**src/hw/rtl/owtr_pkg.sv**
```systemverilog
// Shared types, constants and helpers for the one-wire temperature reader.
// Used by every module of the block.
`timescale 1ns / 1ps
package owtr_pkg;

  localparam int LINE_COUNT = 8;
  localparam int TIMER_BITS = 10;
  localparam int CFG_COUNT  = 8;
  localparam int CFG_W      = 10;
  localparam int CFG_IDX_W  = $clog2(CFG_COUNT);
  localparam int CHAN_W     = 3;
  localparam int TEMP_W     = 16;

  localparam logic [7:0] CMD_SKIP_ROM   = 8'hCC;
  localparam logic [7:0] CMD_CONVERT    = 8'h44;
  localparam logic [7:0] CMD_READ_SCRPD = 8'hBE;

  typedef logic [TIMER_BITS-1:0]                timer_t;
  typedef logic [CFG_COUNT-1:0][TIMER_BITS-1:0] limits_t;
  typedef logic [CHAN_W-1:0]                    chan_t;
  typedef logic [3:0]                           step_t;
  typedef logic [2:0]                           bitpos_t;

  typedef enum logic {
    OP_TICK  = 1'b0,
    OP_START = 1'b1
  } op_t;

  typedef enum logic [CFG_IDX_W-1:0] {
    CFG_RESET_LOW     = 3'd0,
    CFG_PRESENCE_WAIT = 3'd1,
    CFG_PRESENCE_TAIL = 3'd2,
    CFG_SLOT_LOW      = 3'd3,
    CFG_WRITE_HOLD    = 3'd4,
    CFG_WRITE_REC     = 3'd5,
    CFG_READ_WAIT     = 3'd6,
    CFG_READ_TAIL     = 3'd7
  } cfg_idx_t;

  typedef enum logic [9:0] {
    PH_IDLE     = 10'b00_0000_0001,
    PH_RST_LOW  = 10'b00_0000_0010,
    PH_RST_WAIT = 10'b00_0000_0100,
    PH_RST_TAIL = 10'b00_0000_1000,
    PH_W_LOW    = 10'b00_0001_0000,
    PH_W_HOLD   = 10'b00_0010_0000,
    PH_W_REC    = 10'b00_0100_0000,
    PH_R_LOW    = 10'b00_1000_0000,
    PH_R_WAIT   = 10'b01_0000_0000,
    PH_R_TAIL   = 10'b10_0000_0000
  } phase_t;

  typedef struct packed {
    logic                     drive_low;
    chan_t                    active_channel;
    logic                     busy_res;
    logic                     done_res;
    logic                     no_presence;
    logic signed [TEMP_W-1:0] temperature;
  } result_t;

  typedef struct packed {
    phase_t     phase;
    logic       load_shift;
    logic [7:0] shift;
  } entry_t;

  function automatic logic [CFG_W-1:0] cfg_default(input cfg_idx_t idx);
    logic [CFG_W-1:0] val;
    begin
      unique case (idx)
        CFG_RESET_LOW:     val = CFG_W'(500);
        CFG_PRESENCE_WAIT: val = CFG_W'(70);
        CFG_PRESENCE_TAIL: val = CFG_W'(100);
        CFG_SLOT_LOW:      val = CFG_W'(2);
        CFG_WRITE_HOLD:    val = CFG_W'(60);
        CFG_WRITE_REC:     val = CFG_W'(2);
        CFG_READ_WAIT:     val = CFG_W'(5);
        CFG_READ_TAIL:     val = CFG_W'(50);
        default:           val = '0;
      endcase
      return val;
    end
  endfunction

  // Phase and command byte that open each step of the read sequence.
  function automatic entry_t step_entry(input step_t step);
    entry_t e;
    begin
      e.phase      = PH_R_LOW;
      e.load_shift = 1'b1;
      e.shift      = 8'h00;
      unique case (step)
        4'd0, 4'd4: begin
          e.phase      = PH_RST_LOW;
          e.load_shift = 1'b0;
        end
        4'd1, 4'd5: begin
          e.phase = PH_W_LOW;
          e.shift = CMD_SKIP_ROM;
        end
        4'd2: begin
          e.phase = PH_W_LOW;
          e.shift = CMD_CONVERT;
        end
        4'd6: begin
          e.phase = PH_W_LOW;
          e.shift = CMD_READ_SCRPD;
        end
        default: begin
          e.phase = PH_R_LOW;
        end
      endcase
      return e;
    end
  endfunction

endpackage

```
**src/hw/rtl/owtr_if.sv**
```systemverilog
// Valid/ready channel interfaces for the one-wire temperature reader.
// Payload widths are written out here rather than taken from owtr_pkg.
`timescale 1ns / 1ps
interface owtr_in_if;
  logic                   valid;
  logic                   ready;
  logic                   op;
  logic [2:0]             channel;
  logic                   line_level;

  modport source (output valid, output op, output channel, output line_level, input ready);
  modport sink   (input valid, input op, input channel, input line_level, output ready);
endinterface

interface owtr_out_if;
  logic                   valid;
  logic                   ready;
  logic                   drive_low;
  logic [2:0]             active_channel;
  logic                   busy_res;
  logic                   done_res;
  logic                   no_presence;
  logic signed [15:0]     temperature;

  modport source (output valid, output drive_low, output active_channel, output busy_res,
                  output done_res, output no_presence, output temperature, input ready);
  modport sink   (input valid, input drive_low, input active_channel, input busy_res,
                  input done_res, input no_presence, input temperature, output ready);
endinterface

```
**src/hw/rtl/owtr_cfg_regs.sv**
```systemverilog
// Timing configuration registers of the one-wire reader.
// Holds the eight microsecond limits and clamps them to the timer range; uses owtr_pkg.
`timescale 1ns / 1ps
module owtr_cfg_regs (
  input  logic                       clk,
  input  logic                       rst_n,
  input  logic                       cfg_we,
  input  logic [owtr_pkg::CFG_IDX_W-1:0] cfg_index,
  input  logic [owtr_pkg::CFG_W-1:0] cfg_wdata,
  output owtr_pkg::limits_t          limits
);
  import owtr_pkg::*;

  localparam int CMP_W = (CFG_W > TIMER_BITS) ? CFG_W : TIMER_BITS;

  logic [CFG_COUNT-1:0][CFG_W-1:0] regs_r;
  logic [CMP_W-1:0]                tmax;

  assign tmax = CMP_W'({TIMER_BITS{1'b1}});

  always_ff @(posedge clk) begin
    if (!rst_n) begin
      for (int i = 0; i < CFG_COUNT; i++) begin
        regs_r[i] <= cfg_default(cfg_idx_t'(i));
      end
    end else if (cfg_we) begin
      regs_r[cfg_index] <= cfg_wdata;
    end
  end

  always_comb begin
    for (int i = 0; i < CFG_COUNT; i++) begin
      if (CMP_W'(regs_r[i]) > tmax) begin
        limits[i] = '1;
      end else begin
        limits[i] = TIMER_BITS'(regs_r[i]);
      end
    end
  end

endmodule

```
**src/hw/rtl/owtr_seq.sv**
```systemverilog
// Bus sequencer of the one-wire reader: phase machine, slot timer and byte shifter.
// Advances one beat per enable and forms that beat's result; uses owtr_pkg.
`timescale 1ns / 1ps
module owtr_seq (
  input  logic              clk,
  input  logic              rst_n,
  input  logic              step_en,
  input  logic              item_op,
  input  owtr_pkg::chan_t   item_channel,
  input  logic              item_level,
  input  owtr_pkg::limits_t limits,
  output owtr_pkg::result_t res
);
  import owtr_pkg::*;

  phase_t     phase_r, phase_nxt;
  timer_t     tc_r, tc_nxt, tc_inc, lim;
  bitpos_t    bit_r, bit_nxt;
  step_t      step_r, step_nxt, go_val;
  logic [7:0] shift_r, shift_nxt, low_r, low_nxt;
  chan_t      chan_r, chan_nxt;
  logic       pres_r, pres_nxt;
  logic       go, done, nopres, tmr_done;
  logic [TEMP_W-1:0] temp;
  entry_t     ent;

  always_comb begin
    phase_nxt = phase_r;
    tc_nxt    = tc_r;
    bit_nxt   = bit_r;
    step_nxt  = step_r;
    shift_nxt = shift_r;
    low_nxt   = low_r;
    chan_nxt  = chan_r;
    pres_nxt  = pres_r;
    go        = 1'b0;
    go_val    = '0;
    done      = 1'b0;
    nopres    = 1'b0;
    temp      = '0;
    tc_inc    = (tc_r == '1) ? tc_r : tc_r + 1'b1;

    unique case (phase_r)
      PH_RST_LOW:  lim = limits[CFG_RESET_LOW];
      PH_RST_WAIT: lim = limits[CFG_PRESENCE_WAIT];
      PH_RST_TAIL: lim = limits[CFG_PRESENCE_TAIL];
      PH_W_LOW:    lim = limits[CFG_SLOT_LOW];
      PH_W_HOLD:   lim = limits[CFG_WRITE_HOLD];
      PH_W_REC:    lim = limits[CFG_WRITE_REC];
      PH_R_LOW:    lim = limits[CFG_SLOT_LOW];
      PH_R_WAIT:   lim = limits[CFG_READ_WAIT];
      PH_R_TAIL:   lim = limits[CFG_READ_TAIL];
      default:     lim = '0;
    endcase
    tmr_done = (tc_inc >= lim);

    if (item_op == OP_START) begin
      if (phase_r == PH_IDLE && {1'b0, item_channel} < 4'(LINE_COUNT)) begin
        chan_nxt = item_channel;
        pres_nxt = 1'b0;
        low_nxt  = '0;
        go       = 1'b1;
        go_val   = '0;
      end
    end else if (phase_r != PH_IDLE) begin
      tc_nxt = tc_inc;
      unique case (phase_r)
        PH_RST_LOW: begin
          if (tmr_done) begin
            phase_nxt = PH_RST_WAIT;
            tc_nxt    = '0;
          end
        end
        PH_RST_WAIT: begin
          if (tmr_done) begin
            pres_nxt  = !item_level;
            phase_nxt = PH_RST_TAIL;
            tc_nxt    = '0;
          end
        end
        PH_RST_TAIL: begin
          if (tmr_done) begin
            if (!pres_r) begin
              phase_nxt = PH_IDLE;
              tc_nxt    = '0;
              done      = 1'b1;
              nopres    = 1'b1;
            end else begin
              go     = 1'b1;
              go_val = step_r + 1'b1;
            end
          end
        end
        PH_W_LOW: begin
          if (tmr_done) begin
            phase_nxt = PH_W_HOLD;
            tc_nxt    = '0;
          end
        end
        PH_W_HOLD: begin
          if (tmr_done) begin
            phase_nxt = PH_W_REC;
            tc_nxt    = '0;
          end
        end
        PH_R_LOW: begin
          if (tmr_done) begin
            phase_nxt = PH_R_WAIT;
            tc_nxt    = '0;
          end
        end
        PH_R_WAIT: begin
          if (tmr_done) begin
            if (item_level) begin
              shift_nxt[bit_r] = 1'b1;
            end
            phase_nxt = PH_R_TAIL;
            tc_nxt    = '0;
          end
        end
        PH_W_REC, PH_R_TAIL: begin
          if (tmr_done) begin
            if (bit_r == '1) begin
              if (phase_r == PH_R_TAIL && step_r >= 4'd8) begin
                temp = {shift_r, low_r};
              end
              priority if (step_r == 4'd3) begin
                go     = 1'b1;
                go_val = (shift_r != '0) ? 4'd4 : 4'd3;
              end else if (step_r == 4'd7) begin
                low_nxt = shift_r;
                go      = 1'b1;
                go_val  = 4'd8;
              end else if (step_r >= 4'd8) begin
                phase_nxt = PH_IDLE;
                tc_nxt    = '0;
                done      = 1'b1;
              end else begin
                go     = 1'b1;
                go_val = step_r + 1'b1;
              end
            end else begin
              bit_nxt   = bit_r + 1'b1;
              phase_nxt = (phase_r == PH_W_REC) ? PH_W_LOW : PH_R_LOW;
              tc_nxt    = '0;
            end
          end
        end
        default: begin
          phase_nxt = PH_IDLE;
        end
      endcase
    end

    ent = step_entry(go_val);
    if (go) begin
      step_nxt  = go_val;
      bit_nxt   = '0;
      tc_nxt    = '0;
      phase_nxt = ent.phase;
      if (ent.load_shift) begin
        shift_nxt = ent.shift;
      end
    end

    unique case (phase_nxt)
      PH_RST_LOW, PH_W_LOW, PH_R_LOW: res.drive_low = 1'b1;
      PH_W_HOLD:                      res.drive_low = !shift_nxt[bit_nxt];
      default:                        res.drive_low = 1'b0;
    endcase
    res.active_channel = chan_nxt;
    res.busy_res       = (phase_nxt != PH_IDLE);
    res.done_res       = done;
    res.no_presence    = done && nopres;
    res.temperature    = done ? signed'(temp) : '0;
  end

  always_ff @(posedge clk) begin
    if (!rst_n) begin
      phase_r <= PH_IDLE;
      tc_r    <= '0;
      bit_r   <= '0;
      step_r  <= '0;
      shift_r <= '0;
      low_r   <= '0;
      chan_r  <= '0;
      pres_r  <= 1'b0;
    end else if (step_en) begin
      phase_r <= phase_nxt;
      tc_r    <= tc_nxt;
      bit_r   <= bit_nxt;
      step_r  <= step_nxt;
      shift_r <= shift_nxt;
      low_r   <= low_nxt;
      chan_r  <= chan_nxt;
      pres_r  <= pres_nxt;
    end
  end

  a_done_ends: assert property (@(posedge clk) disable iff (!rst_n)
    step_en && res.done_res |-> !res.busy_res)
    else $error("sequence reported done while still busy");

  a_nopres_no_temp: assert property (@(posedge clk) disable iff (!rst_n)
    step_en && res.no_presence |-> res.temperature == '0)
    else $error("temperature reported without a presence pulse");

  a_idle_timer_clear: assert property (@(posedge clk) disable iff (!rst_n)
    phase_r == PH_IDLE |-> tc_r == '0)
    else $error("slot timer running while idle");

  a_idle_tick_stays: assert property (@(posedge clk) disable iff (!rst_n)
    step_en && phase_r == PH_IDLE && item_op == OP_TICK |=> phase_r == PH_IDLE)
    else $error("tick left the idle phase");

endmodule

```
**src/hw/rtl/one_wire_temperature_reader.sv**
```systemverilog
// A beat is accepted into an input register, passes through owtr_seq, and its result is
// registered in the output register; one beat per cycle while the output is not stalled.
// The input stage takes a new beat while a finished result waits at the output only if its own register is empty.
// Each beat is one pass through the phase machine and slot timer in owtr_seq.
// Synchronous active-low reset clears the sequencer to idle and loads default timings.
`timescale 1ns / 1ps
module one_wire_temperature_reader (
  input  logic                           clk,
  input  logic                           rst_n,
  owtr_in_if.sink                        in_bus,
  owtr_out_if.source                     out_bus,
  input  logic                           cfg_we,
  input  logic [owtr_pkg::CFG_IDX_W-1:0] cfg_index,
  input  logic [owtr_pkg::CFG_W-1:0]     cfg_wdata
);
  import owtr_pkg::*;

  logic    in_valid_r;
  logic    in_op_r;
  chan_t   in_chan_r;
  logic    in_level_r;
  logic    out_valid_r;
  result_t out_r;
  result_t res;
  limits_t limits;
  logic    adv;

  assign adv          = in_valid_r && (!out_valid_r || out_bus.ready);
  assign in_bus.ready = !in_valid_r || adv;

  owtr_cfg_regs u_cfg (
    .clk       (clk),
    .rst_n     (rst_n),
    .cfg_we    (cfg_we),
    .cfg_index (cfg_index),
    .cfg_wdata (cfg_wdata),
    .limits    (limits)
  );

  owtr_seq u_seq (
    .clk          (clk),
    .rst_n        (rst_n),
    .step_en      (adv),
    .item_op      (in_op_r),
    .item_channel (in_chan_r),
    .item_level   (in_level_r),
    .limits       (limits),
    .res          (res)
  );

  always_ff @(posedge clk) begin
    if (!rst_n) begin
      in_valid_r  <= 1'b0;
      out_valid_r <= 1'b0;
    end else begin
      if (in_bus.valid && in_bus.ready) begin
        in_valid_r <= 1'b1;
      end else if (adv) begin
        in_valid_r <= 1'b0;
      end
      if (adv) begin
        out_valid_r <= 1'b1;
      end else if (out_bus.ready) begin
        out_valid_r <= 1'b0;
      end
    end
  end

  always_ff @(posedge clk) begin
    if (in_bus.valid && in_bus.ready) begin
      in_op_r    <= in_bus.op;
      in_chan_r  <= in_bus.channel;
      in_level_r <= in_bus.line_level;
    end
    if (adv) begin
      out_r <= res;
    end
  end

  assign out_bus.valid          = out_valid_r;
  assign out_bus.drive_low      = out_r.drive_low;
  assign out_bus.active_channel = out_r.active_channel;
  assign out_bus.busy_res       = out_r.busy_res;
  assign out_bus.done_res       = out_r.done_res;
  assign out_bus.no_presence    = out_r.no_presence;
  assign out_bus.temperature    = out_r.temperature;

endmodule
```
**src/flat_wrapper.sv**
```systemverilog
// flat-port wrapper written by rule: the top's interface ports become plain ports
module one_wire_temperature_reader_flat import owtr_pkg::*;
  (clk, rst_n, cfg_we, cfg_index, cfg_wdata, in_bus_valid, in_bus_op, in_bus_channel, in_bus_line_level, in_bus_ready, out_bus_valid, out_bus_drive_low, out_bus_active_channel, out_bus_busy_res, out_bus_done_res, out_bus_no_presence, out_bus_temperature, out_bus_ready);
  owtr_in_if in_bus_i ();
  owtr_out_if out_bus_i ();
  input  logic clk;
  input  logic rst_n;
  input  logic cfg_we;
  input  logic [owtr_pkg::CFG_IDX_W-1:0] cfg_index;
  input  logic [owtr_pkg::CFG_W-1:0] cfg_wdata;
  input wire logic [$bits(in_bus_i.valid)-1:0] in_bus_valid;
  input wire logic [$bits(in_bus_i.op)-1:0] in_bus_op;
  input wire logic [$bits(in_bus_i.channel)-1:0] in_bus_channel;
  input wire logic [$bits(in_bus_i.line_level)-1:0] in_bus_line_level;
  output wire logic [$bits(in_bus_i.ready)-1:0] in_bus_ready;
  output wire logic [$bits(out_bus_i.valid)-1:0] out_bus_valid;
  output wire logic [$bits(out_bus_i.drive_low)-1:0] out_bus_drive_low;
  output wire logic [$bits(out_bus_i.active_channel)-1:0] out_bus_active_channel;
  output wire logic [$bits(out_bus_i.busy_res)-1:0] out_bus_busy_res;
  output wire logic [$bits(out_bus_i.done_res)-1:0] out_bus_done_res;
  output wire logic [$bits(out_bus_i.no_presence)-1:0] out_bus_no_presence;
  output wire logic [$bits(out_bus_i.temperature)-1:0] out_bus_temperature;
  input wire logic [$bits(out_bus_i.ready)-1:0] out_bus_ready;
  assign in_bus_i.valid = in_bus_valid;
  assign in_bus_i.op = in_bus_op;
  assign in_bus_i.channel = in_bus_channel;
  assign in_bus_i.line_level = in_bus_line_level;
  assign in_bus_ready = in_bus_i.ready;
  assign out_bus_valid = out_bus_i.valid;
  assign out_bus_drive_low = out_bus_i.drive_low;
  assign out_bus_active_channel = out_bus_i.active_channel;
  assign out_bus_busy_res = out_bus_i.busy_res;
  assign out_bus_done_res = out_bus_i.done_res;
  assign out_bus_no_presence = out_bus_i.no_presence;
  assign out_bus_temperature = out_bus_i.temperature;
  assign out_bus_i.ready = out_bus_ready;
  one_wire_temperature_reader u_core (.clk(clk), .rst_n(rst_n), .in_bus(in_bus_i), .out_bus(out_bus_i), .cfg_we(cfg_we), .cfg_index(cfg_index), .cfg_wdata(cfg_wdata));
endmodule
```
**config.mk**
```make
export PLATFORM = sky130hd
export DESIGN_NAME = one_wire_temperature_reader_flat
export DESIGN_NICKNAME = d
export VERILOG_FILES = /design/src/hw/rtl/owtr_pkg.sv /design/src/hw/rtl/owtr_if.sv /design/src/hw/rtl/owtr_cfg_regs.sv /design/src/hw/rtl/owtr_seq.sv /design/src/hw/rtl/one_wire_temperature_reader.sv /design/src/flat_wrapper.sv
export SDC_FILE = /design/constraint.sdc
export NUM_CORES = 1
export LEC_CHECK = 0
export BUFFER_PORTS_ARGS = -buffer_cell sky130_fd_sc_hd__buf_2
export CORE_ASPECT_RATIO = 1.5
export CORE_MARGIN = 10
export CORE_UTILIZATION = 35
export CTS_CLUSTER_DIAMETER = 100
export DETAILED_ROUTE_END_ITERATION = 10
export RECOVER_POWER = 50
export SLEW_MARGIN = 5
export SYNTH_ARGS = -nofsm -noshare
export SYNTH_HDL_FRONTEND = slang
export SYNTH_SLANG_ARGS = --single-unit
```
**constraint.sdc**
```tcl
create_clock -name clk -period 4.8 [get_ports clk]
set_clock_uncertainty 0.15 [all_clocks]
set_input_delay 0.96 -clock clk [delete_from_list [all_inputs] [get_ports clk]]
set_output_delay 0.96 -clock clk [all_outputs]
set_load 0.05 [all_outputs]
```
* Word-level counts from Yosys, hierarchy flattened
Index checks and enable logic that the tools add are counted.
** Word-level totals
- Register bits :: 157
- Output and inout bits :: 25
- Bits of input ports :: 23
- Word-level logic and storage cells :: 232
** Operators by class
- Reductions and logical operators :: 35
- Equal/unequal tests :: 28
- Multiplexer cells :: 117
- Magnitude comparators :: 15
- $add $sub $neg :: 3
- Bitwise logic cells :: 7
** Operators with widths (count)
- $mux W10 :: 37
- $pmux W10 S8 :: 2
- $mux W8 :: 16
- $bwmux W80 :: 1
- $gt A10 B10 Y1 const B :: 8
- $mux W4 :: 9
- $mux W1 :: 33
- $demux W10 S3 :: 1
- $pmux W10 S3 :: 1
- $mux W3 :: 9
- $pmux W8 S3 :: 1
- $eq A10 B10 Y1 const B :: 2
- $eq A10 B2 Y1 const B :: 2
- $eq A10 B5 Y1 const B :: 2
- $eq A10 B6 Y1 const B :: 2
- $eq A10 B8 Y1 const B :: 2
- $ne A10 B1 Y1 const B :: 2
- $reduce_bool A2 Y1 :: 9
- $eq A4 B3 Y1 const B :: 4
- $pmux W8 S2 :: 1
- $lt A3 B4 Y1 const B :: 3
- $add A10 B1 Y10 const B :: 1
- $eq A10 B1 Y1 const B :: 1
- $eq A10 B3 Y1 const B :: 1
- other kinds (33) :: 55

* Logic depth before layout (Yosys ltp)
- Depth in word-level cells :: 18
- Depth in mapped cells :: 20
- Mapped depth without buffers :: 17

* Hierarchy
Synthesis repeated with hierarchy kept, for this count alone.
** Unflattened totals
- Cell total of the unflattened synthesis :: 954
- Area, all modules :: 8555.7 sq um
** By module, submodules not included
- owtr_seq :: instances 1, area each 4240.3 sq um, cells an instance 545
- owtr_cfg_regs :: instances 1, area each 3370.7 sq um, cells an instance 372
- one_wire_temperature_reader :: instances 1, area each 944.7 sq um, cells an instance 37

* Worst setup path before layout
OpenSTA, ideal clock, no wires.
- Path kind :: flip-flop to flip-flop
- Start point :: register u_core.u_seq.phase_r[9]
- End point :: register u_core.out_r, in the netlist u_core.out_bus.drive_low (data pin)
- Stages on the path, launching flop included :: 16
- Setup slack :: -0.387 ns
- Clock period less this slack :: 5.187 ns
- Path buffers :: 2
- Data required time :: 4.492 ns
- Arrival time :: 4.878 ns
- Library setup time :: 0.158 ns
- Cell sequence :: dfxtp_1 -> clkbuf_1 -> or4_1 -> clkbuf_1 -> nor4_1 -> a221oi_1 -> ha_1 -> a41oi_1 -> or3_1 -> a21oi_1 -> nand2_1 -> or3_4 -> and4_1 -> or4_1 -> a211o_1 -> a211oi_2
** Between the ends
- Cells in the longest elaborated chain, start to end :: 17
** RTL lines
- start, declared :: RTL line owtr_seq.sv:16 : phase_t phase_r, phase_nxt;
- start signal, assigned :: RTL line owtr_seq.sv:189 : phase_r <= phase_nxt;
- $eq A10 B8 Y1 or $eq A10 B5 Y1 (tied branches) :: RTL line owtr_seq.sv:43, owtr_seq.sv:67
- $reduce_or A2 Y1 (no line)
- $pmux W10 S8 :: RTL line owtr_seq.sv:43 : unique case (phase_r)
- $ge A10 B10 Y1 :: RTL line owtr_seq.sv:55 : tmr_done = (tc_inc >= lim);
- $mux W4, on equally long branches :: RTL line owtr_seq.sv:122, owtr_seq.sv:82
- $pmux W4 S2 :: RTL line owtr_seq.sv:67 : unique case (phase_r)
- $mux W4 :: RTL line owtr_seq.sv:65 : end else if (phase_r != PH_IDLE) begin
- $mux W4 :: RTL line owtr_seq.sv:57 : if (item_op == OP_START) begin
- $eq A4 B1 Y1 or $eq A4 B3 Y1 (tied branches) :: RTL line owtr_pkg.sv:93 : unique case (step)
- $reduce_or A2 Y1 :: RTL line owtr_pkg.sv:93
- $pmux W8 S3 :: RTL line owtr_pkg.sv:93
- $mux W8 :: RTL line owtr_seq.sv:161 : if (ent.load_shift) begin
- $mux W8 :: RTL line owtr_seq.sv:156 : if (go) begin
- $bmux W1 S3 :: RTL line owtr_seq.sv:168 : PH_W_HOLD: res.drive_low = !shift_nxt[bit_nxt];
- $mux W1 (implied by the code) :: RTL line owtr_seq.sv:168
- $logic_not A1 Y1 :: RTL line owtr_seq.sv:168
- $pmux W1 S2 (*) :: RTL line owtr_seq.sv:166 : unique case (phase_nxt)
- end signal, assigned :: RTL line one_wire_temperature_reader.sv:76 : out_r <= res;
- end, declared :: RTL line one_wire_temperature_reader.sv:23 : result_t out_r;
Mark *: on every way between the ends. The rest lies on a longest branch, timed or not. The select of a mux whose other input is x is not followed.
A chain may end at the register's enable or synchronous reset.

* Worst setup path after layout
- Start point :: register u_core.u_seq.phase_r[2]
- End point :: register u_core.out_r, in the netlist u_core.out_bus.drive_low (data pin)
Same word-level chain as after synthesis.

==> summary.txt <==
Status
  – Status: complete, but fails checks
  – Failing checks: capacitance limit, slew limit, setup timing

Finish
  – # fillers: around 2300
  – Post-Layout Cell Count: 1389
  – Most frequent cells in the layout: nand2_1 (213), dfxtp_1 (127), buf_4 (95)
  – Layout cell share with drive strength beyond 1: 19.03%
  – Area growth from synthesis to layout: 24.75%
  – Commonest non-fill, non-tap cell in the layout: nand2_1
  – # diodes: 0
  – Fin nets: 1134

Clock tree
  – CTS Root Cell: clkbuf_16
  – CTS Buf Count: 17
  – H-tree levels: 4
  – CTS tree: done
  – Clk_lat worst skew: 0.45 ns
  – CTS max path bufs: 2
  – Clock tree sinks: between 150 and 200
  – Clock slew seen by the registers of the worst setup and hold paths: 0.07 ns
  – Hold Buf Count CTS: 0

Setup path
  – Bufs and invs on worst path: 1
  – Worst EP required: 4.93 ns
  – Type of element capturing the critical path: flip-flop
  – CP top delay family: simple AND/OR/NAND/NOR gates
  – CP max stage delay: 0.58 ns
  – CP Cell Sequence: or3_4, or4_4, nor4_4, buf_4, nand2_1, nand4_1, ha_1, nand2b_4, a211oi_4, or3_4, a21oi_4, and3_4, a311o_1, and4_1, or4_4, a211o_1, a211oi_2
  – Critical path fanouts, max: 6
  – Crit Path Category: flip-flop to flip-flop
  – Max stage delay cell, worst path: or4_4
  – Startpoint Class: flip-flop
  – Worst EP arrival: 4.98 ns

Synthesis
  – Post-Synthesis Cells: just under 1000
  – Post-synthesis register bit count: 157
  – Post-synth ARST share: 0%
  – Syn Nets: 1033
  – Cell Area, Synth: between 8000 and 9000 µm²
  – Post-synth EDFFs: 28
  – Post-synthesis cell type count: 65
  – Mapped Avg Cell Area: 8.205 µm²
  – Post-synthesis sequential area ratio: roughly two fifths
  – Synth Warn #: 0
  – Synth Flop Type: dfxtp_1

Place
  – IO Port Bufs: 47
  – Post-DP HPWL: 19030 µm
  – RePlAce Congestion: 0.9449
  – Pre-CTS WS: -0.1333 ns
  – Post-placement cell count: approximately 1400

Detailed routing
  – Vias per cell: 5.545
  – Post-DRT Antenna Nets: 0
  – Wirelength per Cell: approximately 19 µm
  – DRT iter0 DRCs: between 500 and 600
  – Detailed-route wire length: between 20000 and 30000 µm
  – DR vias: 7702
  – DR pass1 iterations: 6
  – DRC: 0

Timing
  – # setup viols final: 1
  – Hold WS: 0.3177 ns
  – Unrepaired setup endpoints after global routing: true
  – Final Cycle Share: 101.0%
  – Timing-limited maximum frequency: a little over 0.2 GHz
  – Setup ws final: -0.04977 ns
  – Final Hold Fails: 0
  – Worst slew pin tran: 3.721 ns
  – Final min period: 4.850 ns
  – TNS Setup: -0.04977 ns
  – Final Max Slew Viols: roughly 150
  – Relative max-transition margin: -148.1%

Pwr
  – Pint: 0.002352 W
  – Logic pwr share: 13.0%
  – Power share of the sequential group: 42.8%
  – VDD IR max: 0.2449 mV
  – Clock power frac: 44.1%
  – Pwr dens: 321.0 nW/µm²
  – Leakage: 3.789 nW
  – Sw frac: 28.06%
  – NetSw: ~0.0009 W
  – Power after layout: 0.003270 W

Floorplan
  – Core Region: 22970 µm²
  – Rows: 68
  – Initial Util: 35.54%
  – I/O Pins: 48
  – Die Y: a little over 200 µm
  – DIE AREA: 29960 µm²
  – Die Width: 144.7 µm

Global routing
  – Largest net degree at the start of global routing: 95
  – Vias in the first global route: 7549
  – Global-route wire length before repair: 40760 µm
  – Gr ovfl total: 0
  – GRT Total Usage: 17.29%
  – Initial antenna violation count: 0

Hold path
  – Hold crit path type: flip-flop to flip-flop

Run
  – Maximum capacitance violations: 2
-- metrics by stage --
step	utilization [%]	instance area (µm²)
final	44.34	10180
after global routing	44.34	10180
after CTS	43.69	10040
after detailed placement	40.71	9351
after global placement	40.71	9351
after floorplan	-	8232
-- repair_timing --
| item | in CTS | in global routing |
|---|---|---|
| gates resized for setup | 13 | 29 |
| endpoints found under the setup margin | 1 | 1 |
| endpoints found under the hold margin | 0 | 0 |
| gates cloned | 0 | 0 |
| pin swaps | 2 | 18 |
| buffers inserted | 0 | 4 |
-- cells in the mapped netlist, types with 10 or more instances --
cell type / count / area share (%)
nand2_1: 215 / 9.9
dfxtp_1: 129 / 32
a21boi_0: 65 / 6.0
clkbuf_1: 54 / 2.5
nand3_1: 53 / 3.2
nor2_1: 52 / 2.4
a22oi_1: 36 / 3.3
a21oi_1: 30 / 1.8
edfxtp_1: 28 / 10
nor2b_1: 27 / 2.1
nor3_1: 27 / 1.7
and2_1: 26 / 2.0
o21ai_0: 17 / 1.0
nor3b_1: 16 / 1.5
ha_1: 15 / 2.3
inv_1: 12 / 0.55
a221oi_1: 11 / 1.2
and3_1: 10 / 0.77
buf_1: 10 / 0.46
nand2b_1: 10 / 0.77
nor4_1: 10 / 0.77
o31ai_1: 10 / 0.92
-- per-layer routing --
metal / GRT usage [%] / part of all wire (%) / up-vias
met4: 10.84 / 5.8 / 0
met1: 17.67 / 37 / 3621
met3: 2.701 / 4.0 / 87
met5: 0 / 0 / -
met2: 31.45 / 53 / 229
li1: - / - / 3765
-- worst reg2reg max path, stage by stage, from the launching register on --
cell and delay [ns]:
dfxtp_4 0.36, or3_4 0.38, or4_4 0.58, nor4_4 0.30, buf_4 0.15, nand2_1 0.05
nand4_1 0.11, ha_1 0.24, nand2b_4 0.15, a211oi_4 0.30, or3_4 0.24, a21oi_4 0.08
and3_4 0.18, a311o_1 0.29, and4_1 0.21, or4_4 0.40, a211o_1 0.29, a211oi_2 0.19
-- cell type report --
| type | count | area, µm² | area share [%] |
|---|---|---|---|
| well taps | 280 | 350.3 | 3.440 |
| clock buffers | 18 | 450.4 | 4.423 |
| clock inverters | 14 | 167.7 | 1.646 |
| repair buffers | 151 | 1051 | 10.32 |
| flip-flops and latches | 157 | 3431 | 33.69 |
| multi-input cells | 755 | 4682 | 45.97 |
| inverters | 14 | 52.55 | 0.5160 |
-- state kept, by name (all words and copies together) (netlist names) --
name and flops:
u_core.u_seq.pres_r 1, u_core.in_level_r 1, u_core.out_bus.done_res 1, u_core.u_seq.tc_r 10
u_core.out_bus.no_presence 1, u_core.in_valid_r 1, u_core.u_seq.shift_r 8, u_core.in_chan_r 3
u_core.u_seq.low_r 8, u_core.u_seq.bit_r 3, u_core.out_bus.temperature 16, u_core.in_op_r 1
u_core.out_bus.busy_res 1, u_core.out_bus.active_channel 3, u_core.u_seq.phase_r 10, u_core.u_cfg.regs_r 80
u_core.out_bus.valid 1, u_core.u_seq.chan_r 3, u_core.out_bus.drive_low 1, u_core.u_seq.step_r 4
-- power by group through the flow --
stage | Clock (W) | Sequential (W) | Combinational [W]
finish | 0.00144 | 0.00140 | 0.000426
global route | 0.00151 | 0.00140 | 0.000458
CTS | 0.00145 | 0.00140 | 0.000407
detailed placement | 0 | 0.00143 | 0.000398
global placement | 0 | 0.00143 | 0.000396
floorplan | 0 | 0.00146 | 0.000210
-- path summary, 6_finish.rpt --
path / start / end / slack [ns] / cells past startpoint
worst max register to register: u_core.u_seq.phase_r[2] / u_core.out_bus.drive_low / -0.05 / 17
worst max-delay path: u_core.u_seq.phase_r[2] / u_core.out_bus.drive_low / -0.05 / 17
worst min register to register: u_core.u_cfg.regs_r[49] / u_core.u_cfg.regs_r[49] / 0.32 / 2
worst min-delay path: u_core.u_cfg.regs_r[49] / u_core.u_cfg.regs_r[49] / 0.32 / 2
-- kinds of logic (layout without fill, tap and decap cells) --
| family | after synthesis | in the layout | share of synthesized area [%] |
|---|---|---|---|
| AO/OA/AOI/OAI | 235 | 235 | 20.80 |
| AND/OR/NAND/NOR | 490 | 490 | 29.10 |
| adder cells (fa/ha/maj) | 15 | 15 | 2.299 |
| flip-flops | 157 | 157 | 41.93 |
| XOR/XNOR | 9 | 9 | 0.9656 |
| buffers and inverters | 83 | 197 | 4.123 |
| multiplexers | 6 | 6 | 0.7816 |
Note: power is estimated with default switching activity, not from simulation.
